===== config.mk =====
export PLATFORM = sky130hd
export DESIGN_NAME = acct_prep
export DESIGN_NICKNAME = d
export VERILOG_FILES = /design/src/sv/acct_pkg.sv /design/src/sv/acct_prep.sv
export SDC_FILE = /design/constraint.sdc
export NUM_CORES = 1
export LEC_CHECK = 0
export ABC_AREA = 1
export BUFFER_PORTS_ARGS = -buffer_cell sky130_fd_sc_hd__buf_2
export CELL_PAD_IN_SITES_DETAIL_PLACEMENT = 1
export CELL_PAD_IN_SITES_GLOBAL_PLACEMENT = 1
export CORE_MARGIN = 8
export CORE_UTILIZATION = 37
export DETAILED_ROUTE_END_ITERATION = 6
export HOLD_SLACK_MARGIN = 0.02
export PLACE_DENSITY = 0.85
export SETUP_SLACK_MARGIN = 0.2
export SLEW_MARGIN = 15
export SYNTH_ARGS = -nofsm -noshare
export SYNTH_HDL_FRONTEND = slang
export SYNTH_SLANG_ARGS = --single-unit

===== constraint.sdc =====
create_clock -name clock -period 7.2 [get_ports clock]
set_input_delay 0 -clock clock [delete_from_list [all_inputs] [get_ports clock]]
set_output_delay 0 -clock clock [all_outputs]
set_load 0.005 [all_outputs]

===== src/sv/acct_pkg.sv =====
package acct_pkg;

   // Model constants
   localparam int CORDIC_STEPS    = 16;
   localparam int ANGLE_FRAC_BITS = 7;
   localparam int ACC_FRAC        = 20;
   localparam int IN_SCALE        = 24;
   localparam int TABLE_LEN       = 24;

   // Field and datapath widths
   localparam int RAW_W  = 10;
   localparam int ZERO_W = 11;
   localparam int CENT_W = 12;
   localparam int XW     = CENT_W + IN_SCALE + 3;
   localparam int AW     = ACC_FRAC + 12;
   localparam int OUT_W  = 16;
   localparam int STEP_W = $clog2(TABLE_LEN);
   localparam int RND_SH = ACC_FRAC - ANGLE_FRAC_BITS;
   localparam int R_W    = AW - RND_SH;

   localparam logic [ZERO_W-1:0] ZERO_G_RESET = ZERO_W'(1023);

   // Angle constants in accumulator units
   localparam logic signed [AW-1:0] QUARTER_TURN = AW'(64'd90 << ACC_FRAC);
   localparam logic signed [AW-1:0] HALF_TURN    = AW'(64'd180 << ACC_FRAC);
   localparam logic signed [AW-1:0] FULL_TURN    = AW'(64'd360 << ACC_FRAC);
   localparam logic signed [AW-1:0] ROUND_HALF   = AW'(64'd1 << (RND_SH - 1));
   localparam logic [R_W-1:0]       ANGLE_LIM    = R_W'(64'd360 << ANGLE_FRAC_BITS);
   localparam logic [OUT_W-1:0]     ANGLE_HALF   = OUT_W'(64'd180 << ANGLE_FRAC_BITS);

   typedef struct packed {
      logic [RAW_W-1:0] accel_x;
      logic [RAW_W-1:0] accel_y;
      logic [RAW_W-1:0] accel_z;
   } accel_type;

   typedef struct packed {
      logic [OUT_W-1:0] pitch_angle;
      logic [OUT_W-1:0] yaw_angle;
   } tilt_type;

   // One CORDIC vector in flight; zero_num overrides the rotated angle at the output
   typedef struct packed {
      logic signed [XW-1:0] x;
      logic signed [XW-1:0] y;
      logic signed [AW-1:0] acc;
      logic                 zero_num;
      logic                 den_pos;
   } lane_type;

   typedef struct packed {
      lane_type pitch;
      lane_type yaw;
   } pair_type;

   // atan(2^-i) in degrees, 2^-20 units, rounded to nearest
   function automatic logic signed [AW-1:0] atan_of(input logic [STEP_W-1:0] i);
      logic signed [AW-1:0] v;
      case (i)
         STEP_W'(0):  v = AW'(47185920);
         STEP_W'(1):  v = AW'(27855475);
         STEP_W'(2):  v = AW'(14718068);
         STEP_W'(3):  v = AW'(7471121);
         STEP_W'(4):  v = AW'(3750058);
         STEP_W'(5):  v = AW'(1876857);
         STEP_W'(6):  v = AW'(938658);
         STEP_W'(7):  v = AW'(469357);
         STEP_W'(8):  v = AW'(234682);
         STEP_W'(9):  v = AW'(117342);
         STEP_W'(10): v = AW'(58671);
         STEP_W'(11): v = AW'(29335);
         STEP_W'(12): v = AW'(14668);
         STEP_W'(13): v = AW'(7334);
         STEP_W'(14): v = AW'(3667);
         STEP_W'(15): v = AW'(1833);
         STEP_W'(16): v = AW'(917);
         STEP_W'(17): v = AW'(458);
         STEP_W'(18): v = AW'(229);
         STEP_W'(19): v = AW'(115);
         STEP_W'(20): v = AW'(57);
         STEP_W'(21): v = AW'(29);
         STEP_W'(22): v = AW'(14);
         STEP_W'(23): v = AW'(7);
         default:     v = '0;
      endcase
      return v;
   endfunction

endpackage


===== src/sv/acct_prep.sv =====
module acct_prep (
   input  logic                       clock,
   input  logic                       reset,
   input  logic                       up_valid,
   output logic                       up_ready,
   input  acct_pkg::accel_type        up_data,
   input  logic [acct_pkg::ZERO_W-1:0] zero_g,
   output logic                       dn_valid,
   input  logic                       dn_ready,
   output acct_pkg::pair_type         dn_data
);
   import acct_pkg::*;

   logic     dn_valid_ff;
   pair_type dn_data_ff;
   pair_type dn_data_in;
   logic signed [CENT_W-1:0] cent_x, cent_y, cent_z;

   // Centre and negate a reading in half-LSB units
   function automatic logic signed [CENT_W-1:0] centre(input logic [ZERO_W-1:0] zg,
                                                       input logic [RAW_W-1:0] raw);
      logic signed [CENT_W-1:0] v;
      v = $signed({1'b0, zg}) - $signed({1'b0, raw, 1'b0});
      return v;
   endfunction

   // Pre-rotate the left half-plane and scale up into the CORDIC word
   function automatic lane_type prep_lane(input logic signed [CENT_W-1:0] num,
                                          input logic signed [CENT_W-1:0] den);
      lane_type l;
      logic signed [CENT_W:0] xs, ys;
      xs = {den[CENT_W-1], den};
      ys = {num[CENT_W-1], num};
      l.acc = '0;
      if (den <= 0) begin
         if (num > 0) begin
            xs = {num[CENT_W-1], num};
            ys = -{den[CENT_W-1], den};
            l.acc = QUARTER_TURN;
         end else begin
            xs = -{num[CENT_W-1], num};
            ys = {den[CENT_W-1], den};
            l.acc = -QUARTER_TURN;
         end
      end
      l.x        = XW'(xs) <<< IN_SCALE;
      l.y        = XW'(ys) <<< IN_SCALE;
      l.zero_num = (num == 0);
      l.den_pos  = (den > 0);
      return l;
   endfunction

   // Centred readings and the two vectors
   always_comb begin
      cent_x = centre(zero_g, up_data.accel_x);
      cent_y = centre(zero_g, up_data.accel_y);
      cent_z = centre(zero_g, up_data.accel_z);
      dn_data_in.pitch = prep_lane(cent_y, cent_z);
      dn_data_in.yaw   = prep_lane(cent_x, cent_z);
   end

   assign up_ready = !dn_valid_ff || dn_ready;

   always_ff @(posedge clock) begin
      if (reset) begin
         dn_valid_ff <= 1'b0;
      end else if (up_ready) begin
         dn_valid_ff <= up_valid;
      end
   end

   always_ff @(posedge clock) begin
      if (up_ready && up_valid) begin
         dn_data_ff <= dn_data_in;
      end
   end

   assign dn_valid = dn_valid_ff;
   assign dn_data  = dn_data_ff;

endmodule


# Word level (Yosys, flattened, before mapping)
# Cells that the tools add are included.
dict set report op_classes {
  order_cmp 4
  n_reduce_logical 5
  n_mux 10
  addsub 6
}
# cell count
set op_table {}
lappend op_table {{13-bit two-way mux} 8}
lappend op_table {{32-bit logical NOT} 2}
lappend op_table {{32-bit two-way mux} 2}
lappend op_table {{13-bit negator} 3}
lappend op_table {{12-bit by 1-bit greater-than comparator with 1-bit output (second input constant)} 3}
lappend op_table {{11-bit by 11-bit subtractor with 12-bit output} 3}
lappend op_table {{12-bit by 1-bit less-or-equal comparator with 1-bit output (second input constant)} 1}
lappend op_table {{1-bit logical AND} 1}
lappend op_table {{1-bit logical NOT} 1}
lappend op_table {{1-bit logical OR} 1}
dict set report word_totals {
  input_bits 45
  regBits 120
  out_inout_bits 226
  wordCells 35
}

# Logic depth before layout (Yosys ltp)
# Gate-level depths: netlist of run 1.
dict set report logic_depth {
  ltp_word 4
  ltp_mapped 19
}

# Worst setup path after synthesis of run 1
# OpenSTA, ideal clock, no wires.
dict set report synth_timing {
  path_kind {register -> register}
  from {register dn_valid_ff (netlist: dn_valid)}
  to {register dn_data_ff (netlist bit dn_data[0]), enable pin}
  period_less_slack_ns 3.617
  n_path_buf 0
  t_required_ns 6.710
  t_arrival_ns 3.127
  path_stages_with_launch 2
  setup_ns 0.490
  slack_ns 3.583
  path_cell_list {dfxtp_1 a21oi_1}
}
dict set report synth_via {
  elab_chain_len 3
}
# item line
set synth_lines {}
lappend synth_lines {{start: declaration} acct_prep.sv:14} ;# logic dn_valid_ff;
lappend synth_lines {{start signal: assignment} acct_prep.sv:68} ;# dn_valid_ff <= up_valid;
lappend synth_lines {{1-bit logical NOT} acct_prep.sv:62} ;# assign up_ready = !dn_valid_ff || dn_ready;
lappend synth_lines {{1-bit logical OR} acct_prep.sv:62}
lappend synth_lines {{1-bit logical AND} acct_prep.sv:73} ;# if (up_ready && up_valid) begin
lappend synth_lines {{end signal: assignment} acct_prep.sv:74} ;# dn_data_ff <= dn_data_in;
lappend synth_lines {{end: declaration} acct_prep.sv:15} ;# pair_type dn_data_ff;
# No other way between the ends.
# A chain may end at the register's enable or synchronous reset.

==> results of run 1 <==
## sequential cells by signal, indices dropped and copies added, names as in the netlist
signal and cells:
dn_valid 1, dn_data 57
## layout by cell type, fill, tap and decap left out, types with 9 or more instances in the layout
cell and instances:
sky130_fd_sc_hd__a21oi_1 15, sky130_fd_sc_hd__edfxtp_1 57, sky130_fd_sc_hd__nand2_1 262, sky130_fd_sc_hd__inv_2 11, sky130_fd_sc_hd__nand3_1 127, sky130_fd_sc_hd__nor2_1 49
sky130_fd_sc_hd__nand2_2 20, sky130_fd_sc_hd__nand4_1 9, sky130_fd_sc_hd__clkbuf_16 9, sky130_fd_sc_hd__buf_2 132, sky130_fd_sc_hd__xor2_1 17, sky130_fd_sc_hd__conb_1 140
sky130_fd_sc_hd__ha_1 33, sky130_fd_sc_hd__inv_1 117
## area by class of cell
class                   count  area, µm²  area share
multi-input cells         725       3600       0.505
flip-flops and latches     58       1730       0.243
repair buffers            136        698      0.0980
inverters                 129        487      0.0683
well taps                 229        287      0.0402
clock buffers              11        243      0.0341
clock inverters             5       78.8      0.0111
## where the power goes
group | switching [W] | internal, W | total [W]
clock network | 0.000148 | 0.000311 | 0.000460
logic | 0.000387 | 0.000176 | 0.000563
registers | 0.0000166 | 0.000437 | 0.000454
total | 0.000551 | 0.000924 | 0.00148
## synthesized netlist by cell type (2+ instances only)
library cell               instances  share of area
sky130_fd_sc_hd__xor2_1           17          0.022
sky130_fd_sc_hd__inv_2            11         0.0062
sky130_fd_sc_hd__nand4_1           9         0.0084
sky130_fd_sc_hd__edfxtp_1         57           0.26
sky130_fd_sc_hd__nor2_1           49          0.028
sky130_fd_sc_hd__nand3_2           3         0.0045
sky130_fd_sc_hd__xnor2_1           3         0.0039
sky130_fd_sc_hd__o21ai_2           2         0.0026
sky130_fd_sc_hd__o21ai_1           2         0.0015
sky130_fd_sc_hd__buf_2             2         0.0015
sky130_fd_sc_hd__a21oi_1          16          0.012
sky130_fd_sc_hd__nor3_1            4         0.0030
sky130_fd_sc_hd__fa_1              3         0.0090
sky130_fd_sc_hd__nand2_2          20          0.019
sky130_fd_sc_hd__buf_6             8          0.013
sky130_fd_sc_hd__o21bai_1          3         0.0034
sky130_fd_sc_hd__nor2_2            6         0.0056
sky130_fd_sc_hd__nand3b_1          7         0.0079
sky130_fd_sc_hd__nand3_1         127          0.095
sky130_fd_sc_hd__inv_1           117          0.066
sky130_fd_sc_hd__nor2_4            2         0.0034
sky130_fd_sc_hd__ha_1             33          0.062
sky130_fd_sc_hd__nand2_4           3         0.0051
sky130_fd_sc_hd__a21oi_2           4         0.0052
sky130_fd_sc_hd__buf_4           171           0.19
sky130_fd_sc_hd__o21ai_0           4         0.0030
sky130_fd_sc_hd__nand2_1         262           0.15
## tightest hold or removal path, delay by kind of cell
family | cells | cell delay (ns)
buf+inv | 3 | 0.25
simple gates | 1 | 0.08
## stage by stage
stage | setup slack (ns) | hold slack (ns)
after floorplan | 3.58 | 0.0691
final | 4.19 | 0.332
after global placement | 3.97 | 0.156
after global routing | 3.97 | 0.358
after CTS | 4.20 | 0.339
after detailed placement | 3.94 | 0.157
## logic make-up (layout without fill, tap and decap cells)
| kind of cell | count (synthesis) | count (layout) |
|---|---|---|
| adder cells (fa/ha/maj) | 36 | 36 |
| XOR/XNOR | 20 | 20 |
| buffers and inverters | 312 | 281 |
| AO/OA/AOI/OAI | 34 | 34 |
| flip-flops | 58 | 58 |
| other | 1 | 140 |
| AND/OR/NAND/NOR | 495 | 495 |
## worst max path at each step
| stage | to | slack (ns) | cells past startpoint |
|---|---|---|---|
| floorplan | dn_data[0]$_DFFE_PP_ | 3.58 | 1 |
| global placement | dn_data[210]$_DFFE_PP_ | 3.97 | 15 |
| detailed placement | dn_data[217]$_DFFE_PP_ | 3.94 | 15 |
| CTS | dn_data[217]$_DFFE_PP_ | 4.20 | 15 |
| global route | dn_data[98]$_DFFE_PP_ | 3.97 | 15 |
| finish | dn_data[217]$_DFFE_PP_ | 4.19 | 15 |
## layer usage
layer,part of all wire,vias to the layer above
li1,-,2931
met1,0.44,2699
met2,0.46,228
met3,0.071,36
met4,0.026,0
met5,0,-
==> results.py, run 1 <==
metrics = {
    "logic_synthesis": {
        "yosys.area_share.xor_xnor": 0.0262,
        "fraction_of_the_mapped_netlist_area_in_compound_gates": 0.0311,
        "asyncSetResetFlopFracSynth": 0,
        "synth.ff_latch_count": 58,
        "synthSimpleGateAreaFrac": 0.330,
        "post_synthesis_cell_type_count": 38,
        "synth_mux_area_frac": 0,
        "postSynthAreaPerCell_um2": 6.99,
        "synth_enable_flop_cells": 57,
        "netlist_instances": 956,
        "synth.cell_area_um2": 6690,
        "synthFlopType": "sky130_fd_sc_hd__edfxtp_1",
        "synth_top_family_by_area": "simple AND/OR/NAND/NOR gates",
        "ys_seq_area_frac": 0.259,
        "synthesis.yosys.warnings": 0,
        "post_synth_fa_ha_maj_area_fraction": 0.0707,
    },
    "timing": {
        "timing.setup.tns_ns": 0,
        "max_slew.worst_pin.slew_ns": 1.02,
        "timing.final.max_slew_violations": 0,
        "finalWorstPathRequiredPeriod_ns": 3.01,
        "setup_violations": 0,
        "slew_headroom": 0.319,
        "max_freq_mhz": 333,
        "timing.final.crit_share": 0.418,
        "setup_repair_after_global_routing_missed_its_margin": "false",
        "finalClockSkew_ns": 0.00420,
        "hold_viol_final": 0,
    },
    "critical_path": {
        "path_delay_family": "buffers and inverters",
        "timing.setup.critical_path_class": "input port to register",
        "r2r_cells": 2,
        "critical_path.slowest_cell": "sky130_fd_sc_hd__dlygate4sd3_1",
        "crit_required_ns": 7.25,
        "r2r-end": "dn_data[211]$_DFFE_PP_",
        "endpoint_kind": "register",
        "worstReg2RegStart": "dn_valid$_SDFFE_PP0N_",
        "startpoint": "zero_g[0]",
        "critPathMostFrequentCell": "sky130_fd_sc_hd__nand2_1",
        "timing.critical_path.from_type": "input port",
        "path_max_fanout": 64,
        "ff2ff_setup_slack_ns": 5.72,
        "slowest_delay_ns": 0.54,
        "worst-path-buf-inv": 5,
        "timing.critical_path.cells": "dlygate4sd3_1 > buf_2 > inv_1 > ha_1 > nand2_1 > a21oi_2 > nand3_1 > nor2_2 > nand3_2 > inv_2 > nand2_2 > nand2_4 > inv_4 > nand2_1 > o21ai_1",
        "critical_path_arrival_ns": 3.06,
    },
    "finish": {
        "drive_gt1_frac": 0.190,
        "final_net_count": 1140,
        "utilization": 0.399,
        "fill_cells": 2394,
        "final_area_um2": 7120,
        "synthToLayoutAreaGrowth_pct": 6.53,
        "post_layout_nonfiller_instances": 1293,
        "antenna_cells_inserted": 0,
    },
    "job": {
        "max_cap_violations": 0,
    },
    "detailed_routing": {
        "drt_first_pass_iters": 5,
        "routed_wirelength_um": 20800,
        "drc": 0,
        "drtAntennaViolNets": 0,
        "drt_iter0_drc": 383,
        "wl_per_cell_um": 16.1,
        "vias_per_cell": 4.56,
        "via_count": 5894,
    },
    "clock_network": {
        "clock-root-buffer": "sky130_fd_sc_hd__clkbuf_16",
        "number_of_buffers_created_by_cts": 9,
        "clk-insertion-delay-late_ns": 0.33,
        "clkTransAtPathRegs_ns": 0.05,
        "post_cts_buffers": 0,
        "cts_max_level": 3,
        "clock_tree.buffer_depth": 2,
        "cts_hold_buf": 3,
        "postCtsResizedCells": 0,
        "cts.sinks": 58,
        "tritoncts_clock_tree": "done",
    },
    "power_and_ir_drop": {
        "irDropWorstVdd_mv": 0.149,
        "p_leak_nw": 3.95,
        "power.density_nw_per_um2": 207,
        "total_power_w": 0.00148,
    },
    "worst_hold_path": {
        "hold_class": "input port to output port",
        "worst_hold_startpoint": "dn_ready",
        "timing.hold.worst_endpoint": "up_ready",
        "worst_hold_path.num_cells": 4,
    },
    "global_route": {
        "number_of_global_route_vias_before_repair": 6060,
        "grt_util_met1": 0.225,
        "first_pass_grt_wire_length_um": 31700,
        "grt_util_all_layers": 0.177,
        "maximum_number_of_pins_on_one_net_before_global_route_repair": 65,
        "grt_overflow_total": 0,
        "groute.layer.met2.usage": 0.292,
        "globalRouteMet3Util": 0.0328,
        "grt_antenna_before_repair": 0,
        "top_usage_layer": "met2",
    },
    "floorplan": {
        "die_footprint_um2": 22600,
        "fp.coreArea_um2": 17800,
        "fp-row-count": 49,
        "die_x_um": 150,
        "starting_density": 0.375,
        "ios": 271,
        "die_height_um": 150,
    },
    "status": {
        "outcome": "finished, final reports clean",
    },
    "placed_design": {
        "post_dp_cell_area_um2": 6770,
        "buffer_ports.inserted": 132,
        "hpwlAfterDp_um": 17400,
        "routabilityCongestion": 0.875,
        "dpl.cell_count": 1274,
    },
}
Note: power is estimated with default switching activity, not from simulation.
==> inputs of run 2 (changes only) <==
--- a/config.mk
+++ b/config.mk
@@ -10,10 +10,10 @@
 export CELL_PAD_IN_SITES_DETAIL_PLACEMENT = 1
 export CELL_PAD_IN_SITES_GLOBAL_PLACEMENT = 1
 export CORE_MARGIN = 8
-export CORE_UTILIZATION = 37
+export CORE_UTILIZATION = 34
 export DETAILED_ROUTE_END_ITERATION = 6
 export HOLD_SLACK_MARGIN = 0.02
-export PLACE_DENSITY = 0.85
+export PLACE_DENSITY = 0.79
 export SETUP_SLACK_MARGIN = 0.2
 export SLEW_MARGIN = 15
 export SYNTH_ARGS = -nofsm -noshare
==> constraint.sdc (replaced) <==
create_clock -name clock -period 3.2 [get_ports clock]
set_input_delay 0 -clock clock [delete_from_list [all_inputs] [get_ports clock]]
set_output_delay 0 -clock clock [all_outputs]
set_load 0.005 [all_outputs]
==> run 2 against run 1 <==
Effect of this change:
- clock skew grew 0.0011 ns
- worst hold slack gained 0.010 ns
- critical path depth is the same
- cell area grew 1.8%
- power grew 130%
- sequential power grew 120%
- non-clock buffer count grew 6
- count of clock-buffer cells in the layout shrank 2
- first-iteration DRC count shrank 4.4%
- sequential share of layout area shrank 0.44 points
==> results.py, run 2 (synthesis gave the netlist of run 1 again) <==
metrics = {
    "worst_hold_path": {
        "hold_class": "input port to output port",
        "worst_hold_path.num_cells": 4,
        "timing.hold.worst_endpoint": "up_ready",
        "worst_hold_startpoint": "dn_ready",
    },
    "placed_design": {
        "post_dp_cell_area_um2": 6870,
        "dp_slack_ns": 0.365,
        "hpwlAfterDp_um": 17900,
        "buffer_ports.inserted": 132,
        "dpl.cell_count": 1316,
        "routabilityCongestion": 0.881,
    },
    "timing": {
        "hold_viol_final": 0,
        "timing.setup.tns_ns": 0,
        "fin_ws_ns": 0.639,
        "slew_headroom": 0.513,
        "finalClockSkew_ns": 0.00532,
        "timing.final.crit_share": 0.800,
        "finalWorstPathRequiredPeriod_ns": 2.56,
        "max_slew.worst_pin.slew_ns": 0.731,
        "timing.final.max_slew_violations": 0,
        "setup_violations": 0,
        "setup_repair_after_global_routing_missed_its_margin": "false",
        "max_freq_mhz": 390,
    },
    "finish": {
        "fill_cells": 2625,
        "antenna_cells_inserted": 0,
        "post_layout_nonfiller_instances": 1335,
        "final_net_count": 1146,
        "layout_commonest_cell": "sky130_fd_sc_hd__nand2_1",
        "final_area_um2": 7250,
        "synthToLayoutAreaGrowth_pct": 8.50,
        "layout.cells.most_common_list": "262 x sky130_fd_sc_hd__nand2_1, 140 x sky130_fd_sc_hd__conb_1, 132 x sky130_fd_sc_hd__buf_2",
        "largest_register_ffs": 57,
        "drive_gt1_frac": 0.195,
    },
    "critical_path": {
        "endpoint_kind": "register",
        "critPathMostFrequentCell": "sky130_fd_sc_hd__nand2_1",
        "critical_path.slowest_cell": "sky130_fd_sc_hd__dlygate4sd3_1",
        "path_delay_family": "buffers and inverters",
        "slowest_delay_ns": 0.54,
        "worstReg2RegStart": "dn_valid$_SDFFE_PP0N_",
        "path_max_fanout": 51,
        "ff2ff_setup_slack_ns": 1.72,
        "r2r-end": "dn_data[181]$_DFFE_PP_",
        "timing.critical_path.from_type": "input port",
        "timing.setup.critical_path_class": "input port to register",
        "critical_path_arrival_ns": 2.72,
        "worst-path-buf-inv": 5,
        "timing.critical_path.cells": "dlygate4sd3_1 > buf_2 > inv_1 > ha_1 > nand2_1 > a21oi_2 > nand3_1 > nor2_2 > nand3_2 > inv_2 > nand2_2 > nand2_4 > buf_12 > nand2_1 > a21oi_1",
        "crit_required_ns": 3.36,
        "r2r_cells": 2,
    },
    "power_and_ir_drop": {
        "power.density_nw_per_um2": 474,
        "total_power_w": 0.00344,
        "irDropWorstVdd_mv": 0.258,
        "p_leak_nw": 4.00,
    },
    "clock_network": {
        "clock-root-buffer": "sky130_fd_sc_hd__clkbuf_16",
        "clk-insertion-delay-late_ns": 0.33,
        "clock_tree.buffer_depth": 2,
        "number_of_buffers_created_by_cts": 9,
        "postCtsResizedCells": 0,
        "clkTransAtPathRegs_ns": 0.05,
        "cts_max_level": 3,
        "tritoncts_clock_tree": "done",
        "cts.sinks": 58,
    },
    "detailed_routing": {
        "wl_per_cell_um": 16.1,
        "drt_first_pass_iters": 4,
        "routed_wirelength_um": 21500,
        "via_count": 5981,
        "drc": 0,
        "drt_iter0_drc": 366,
        "vias_per_cell": 4.48,
        "drtAntennaViolNets": 0,
    },
    "global_route": {
        "grt_util_all_layers": 0.173,
        "grt_overflow_total": 0,
        "first_pass_grt_wire_length_um": 33800,
        "grt_antenna_before_repair": 1,
        "number_of_global_route_vias_before_repair": 6357,
        "maximum_number_of_pins_on_one_net_before_global_route_repair": 58,
    },
    "floorplan": {
        "fp-row-count": 51,
        "die_height_um": 156,
        "die_footprint_um2": 24400,
        "die_x_um": 156,
        "ios": 271,
        "starting_density": 0.345,
        "fp.coreArea_um2": 19400,
    },
    "status": {
        "outcome": "finished, final reports clean",
    },
    "job": {
        "max_cap_violations": 0,
    },
}
[run 2: cell count changes in the layout (fill, tap and decap cells not counted), sizes merged]
| cell | previous run | this run |
|---|---|---|
| inv | 129 | 130 |
| bufinv | 2 | 3 |
| clkbuf | 11 | 9 |
| buf | 133 | 139 |
[run 2: area by class of cell]
type	instances	area, µm²	area share
clock buffers	9	225	0.0310
clock inverters	7	125	0.0172
inverters	129	487	0.0671
multi-input cells	725	3600	0.496
flip-flops and latches	58	1730	0.239
well taps	265	332	0.0457
repair buffers	142	756	0.104
[run 2: layer usage]
layer  share of wire  up-vias  track usage
met5         0.00037        -            0
met4           0.023        2       0.0549
met3           0.070       32       0.0383
met2            0.48      242        0.291
met1            0.43     2765        0.216
li1                -     2940            -
[run 2: worst reg2reg max path, cell delays in order (launching register included)]
cell	delay (ns)
sky130_fd_sc_hd__dfxtp_1	0.34
sky130_fd_sc_hd__a21oi_4	0.14
sky130_fd_sc_hd__buf_4	0.59
[run 2: power breakdown]
part / internal, W / total [W] / switching (W)
Combinational: 0.000413 / 0.00130 / 0.000884
Sequential: 0.000983 / 0.00102 / 0.0000360
Clock: 0.000766 / 0.00112 / 0.000358
Total: 0.00216 / 0.00344 / 0.00128
[run 2: repair_timing]
item / in CTS / in global routing
setup buffers: 0 / 0
hold buffers: 3 / 0
endpoints found under the hold margin: 2 / 0
[run 2: how the worst max path moves through the flow]
stage	from	endpoint	slack [ns]	depth (start not counted)
finish	zero_g[0]	dn_data[220]$_DFFE_PP_	0.64	15
global route	zero_g[0]	dn_data[65]$_DFFE_PP_	0.42	15
CTS	zero_g[0]	dn_data[63]$_DFFE_PP_	0.64	15
detailed placement	zero_g[1]	dn_data[63]$_DFFE_PP_	0.36	16
global placement	zero_g[1]	dn_data[65]$_DFFE_PP_	0.41	16
floorplan	dn_valid$_SDFFE_PP0N_	dn_data[0]$_DFFE_PP_	0.86	1
[run 2: stage by stage]
step / utilization / hold slack [ns]
after global routing: 0.374 / 0.370
after global placement: 0.354 / 0.157
after CTS: 0.374 / 0.336
final: 0.374 / 0.342
after floorplan: - / 0.0691
after detailed placement: 0.354 / 0.158
==> inputs of run 3 (changes only) <==
--- a/config.mk
+++ b/config.mk
@@ -5,15 +5,15 @@
 export SDC_FILE = /design/constraint.sdc
 export NUM_CORES = 1
 export LEC_CHECK = 0
-export ABC_AREA = 1
+export ABC_AREA = 0
 export BUFFER_PORTS_ARGS = -buffer_cell sky130_fd_sc_hd__buf_2
 export CELL_PAD_IN_SITES_DETAIL_PLACEMENT = 1
 export CELL_PAD_IN_SITES_GLOBAL_PLACEMENT = 1
 export CORE_MARGIN = 8
-export CORE_UTILIZATION = 34
+export CORE_UTILIZATION = 31
 export DETAILED_ROUTE_END_ITERATION = 6
 export HOLD_SLACK_MARGIN = 0.02
-export PLACE_DENSITY = 0.79
+export PLACE_DENSITY = 0.75
 export SETUP_SLACK_MARGIN = 0.2
 export SLEW_MARGIN = 15
 export SYNTH_ARGS = -nofsm -noshare
==> constraint.sdc (replaced) <==
create_clock -name clock -period 2.3 [get_ports clock]
set_input_delay 0 -clock clock [delete_from_list [all_inputs] [get_ports clock]]
set_output_delay 0 -clock clock [all_outputs]
set_load 0.005 [all_outputs]
==> run 3 against run 2 <==
Effect of this change:
- the run now ends with setup timing left
- cell count shrank 11%
- highest routed layer is now met4
- non-clock buffer count up 171
- synthesized area is 12% lower
- setup slack got worse by 1.2 ns
- sequential power grew 38%
- core utilization increased by 9.2 points
- power up 57%
==> results.py, run 3 <==
metrics = {
    "job": {
        "max_cap_violations": 0,
    },
    "placed_design": {
        "hpwlAfterDp_um": 16000,
        "routabilityCongestion": 0.868,
        "buffer_ports.inserted": 132,
        "dp_slack_ns": -0.980,
    },
    "floorplan": {
        "die_height_um": 154,
        "starting_density": 0.316,
        "die_footprint_um2": 23600,
        "fp-row-count": 50,
        "ios": 271,
        "die_x_um": 154,
        "fp.coreArea_um2": 18600,
    },
    "logic_synthesis": {
        "ys_seq_area_frac": 0.294,
        "synth_top_area_frac": 0.291,
        "yosysMostFrequentCell": "sky130_fd_sc_hd__buf_4",
        "synthesis.yosys.warnings": 0,
        "netlist_instances": 672,
        "asyncSetResetFlopFracSynth": 0,
        "synth_top_area_cell": "sky130_fd_sc_hd__edfxtp_1",
        "synth.top_cells.by_count": "167 x sky130_fd_sc_hd__buf_4, 57 x sky130_fd_sc_hd__edfxtp_1, 39 x sky130_fd_sc_hd__inv_1",
        "synth.ff_latch_count": 58,
        "postSynthAreaPerCell_um2": 8.76,
        "synth.cell_area_um2": 5880,
        "synthFlopType": "sky130_fd_sc_hd__edfxtp_1",
        "post_synthesis_cell_type_count": 60,
        "synth_enable_flop_cells": 57,
        "synth_area_leaders": "sky130_fd_sc_hd__edfxtp_1 29%, sky130_fd_sc_hd__buf_4 21%, sky130_fd_sc_hd__ha_1 7.0%",
    },
    "detailed_routing": {
        "vias_per_cell": 4.96,
        "drc": 0,
        "highest_routing_layer_actually_used": "met4",
        "routed_wirelength_um": 24300,
        "wl_per_cell_um": 20.3,
        "drtAntennaViolNets": 0,
        "via_count": 5911,
        "met3_wl_um": 1810,
        "route.layer.met1.wl_um": 9450,
        "drt_first_pass_iters": 5,
        "drt_iter0_drc": 396,
        "met2RoutedLength_um": 11900,
    },
    "finish": {
        "synthToLayoutAreaGrowth_pct": 47.5,
        "largest_register_ffs": 57,
        "layout_commonest_cell": "sky130_fd_sc_hd__buf_4",
        "final_net_count": 1034,
        "fill_cells": 2183,
        "antenna_cells_inserted": 0,
        "drive_gt1_frac": 0.453,
        "layout.cells.most_common_list": "144 x sky130_fd_sc_hd__buf_4, 140 x sky130_fd_sc_hd__conb_1, 129 x sky130_fd_sc_hd__buf_2",
    },
    "timing": {
        "slew_headroom": 0.638,
        "finalWorstPathRequiredPeriod_ns": 2.86,
        "setup_repair_after_global_routing_missed_its_margin": "true",
        "timing.final.crit_share": 1.24,
        "fin_ws_ns": -0.557,
        "max_freq_mhz": 350,
        "setup_violations": 54,
        "max_slew.worst_pin.slew_ns": 0.539,
        "timing.final.max_slew_violations": 0,
        "hold_viol_final": 0,
        "finalClockSkew_ns": 0.00965,
    },
    "critical_path": {
        "crit_required_ns": 2.44,
        "timing.critical_path.from_type": "input port",
        "endpoint_kind": "register",
        "r2r_cells": 3,
        "slowest_delay_ns": 0.47,
        "timing.critical_path.cells": "buf_4 > ha_4 > fa_2 > xor2_2 > nand3_1 > or3_4 > or3_4 > o31ai_4 > clkinv_4 > buf_6 > buf_16 > o31ai_2",
        "r2r-end": "dn_data[179]$_DFFE_PP_",
        "critical_path.slowest_cell": "sky130_fd_sc_hd__or3_4",
        "critical_path_arrival_ns": 2.99,
        "worstReg2RegStart": "dn_valid$_SDFFE_PP0N_",
        "worst-path-buf-inv": 4,
        "path_delay_family": "simple AND/OR/NAND/NOR gates",
        "ff2ff_setup_slack_ns": 0.75,
        "critPathMostFrequentCell": "sky130_fd_sc_hd__or3_4",
        "path_max_fanout": 8,
        "timing.setup.critical_path_class": "input port to register",
    },
    "clock_network": {
        "clkTransAtPathRegs_ns": 0.06,
        "clock-root-buffer": "sky130_fd_sc_hd__clkbuf_16",
        "cts_max_level": 3,
        "number_of_buffers_created_by_cts": 9,
        "tritoncts_clock_tree": "done",
        "cts.sinks": 58,
        "clock_tree.buffer_depth": 2,
        "clk-insertion-delay-late_ns": 0.33,
    },
    "global_route": {
        "grt_overflow_total": 0,
        "first_pass_grt_wire_length_um": 34800,
        "number_of_global_route_vias_before_repair": 6379,
        "grt_antenna_before_repair": 0,
        "grt_util_all_layers": 0.182,
        "maximum_number_of_pins_on_one_net_before_global_route_repair": 39,
    },
    "status": {
        "violations": "setup timing",
        "outcome": "finished, violations left",
    },
    "power_and_ir_drop": {
        "combPwrFrac": 0.479,
        "share_seq_of_total_power": 0.261,
        "netSwitchingFraction": 0.358,
        "proportion_of_power_drawn_by_the_clock_network": 0.259,
        "p_leak_nw": 4.09,
        "intPower_w": 0.00348,
        "total_power_w": 0.00541,
        "power.density_nw_per_um2": 624,
        "irDropWorstVdd_mv": 0.412,
        "switchingPower_w": 0.00194,
    },
    "worst_hold_path": {
        "worst_hold_startpoint": "up_data[20]",
        "worst_hold_path.num_cells": 4,
        "hold_class": "input port to register",
        "timing.hold.worst_endpoint": "dn_data[59]$_DFFE_PP_",
    },
}
-- run 3: repair_timing --
| action | 4_1_cts | 5_1_grt |
|---|---|---|
| hold endpoints to repair | 2 | 0 |
| setup endpoints to repair | 54 | 54 |
| resized for setup | 91 | 72 |
| pin swaps | 40 | 28 |
| hold buffers | 3 | 0 |
| buffers inserted | 16 | 14 |
| gates cloned | 7 | 0 |
-- run 3: power by group through the flow --
stage | clock network [W] | logic (W) | registers [W]
final | 0.00140 | 0.00259 | 0.00141
after global routing | 0.00145 | 0.00275 | 0.00143
after CTS | 0.00140 | 0.00223 | 0.00141
after detailed placement | 0 | 0.00191 | 0.00143
after global placement | 0 | 0.00186 | 0.00143
after floorplan | 0 | 0.00121 | 0.00145
-- run 3: stage by stage --
step	utilization	std cells	setup TNS [ns]	hold WS [ns]	area [µm²]
after floorplan	-	811	-26.11	0.0691	6590
after CTS	0.441	1178	-18.52	0.244	8230
after global routing	0.466	1192	-24.69	0.270	8680
after detailed placement	0.390	1136	-44.19	0.175	7260
final	0.466	1192	-22.82	0.257	8680
after global placement	0.390	1136	-38.60	0.156	7260
-- run 3: cell families after synthesis --
| family | Yosys count | share of synthesized area |
|---|---|---|
| xor+xnor | 21 | 0.0313 |
| simple gates | 178 | 0.158 |
| buf+inv | 224 | 0.250 |
| compound gates | 147 | 0.173 |
| flops | 58 | 0.294 |
| mux | 7 | 0.0119 |
| fa+ha+maj | 36 | 0.0804 |
| other cells | 1 | 0.000637 |
-- run 3: worst max-delay path by stage --
stage	endpoint	from	slack [ns]	cells after the start
3_5_place_dp	dn_data[179]$_DFFE_PP_	zero_g[1]	-0.98	13
6_report	dn_data[100]$_DFFE_PP_	up_data[0]	-0.56	12
2_1_floorplan	dn_data[98]$_DFFE_PP_	zero_g[1]	-0.62	13
3_3_place_gp	dn_data[172]$_DFFE_PP_	zero_g[1]	-0.84	14
4_1_cts	dn_data[67]$_DFFE_PP_	zero_g[1]	-0.49	13
5_1_grt	dn_data[62]$_DFFE_PP_	zero_g[1]	-0.58	14
-- run 3: final cells by class --
cell class	count	area, µm²	share of cell area
multi-input cells	531	3850	0.444
clock inverters	7	83.8	0.00966
repair buffers	313	2320	0.268
clock buffers	9	225	0.0260
well taps	234	293	0.0337
flip-flops and latches	58	1730	0.200
inverters	40	168	0.0193
-- run 3: worst min-delay path: stages --
cell and delay (ns):
sky130_fd_sc_hd__buf_2 0.10, sky130_fd_sc_hd__ha_4 0.14, sky130_fd_sc_hd__buf_4 0.11, sky130_fd_sc_hd__a211oi_2 0.06
-- run 3: layer usage --
| metal | track usage | up-vias |
|---|---|---|
| met5 | 0 | - |
| met4 | 0.0845 | 0 |
| met3 | 0.0432 | 77 |
| met2 | 0.322 | 337 |
| met1 | 0.204 | 2843 |
| li1 | - | 2654 |
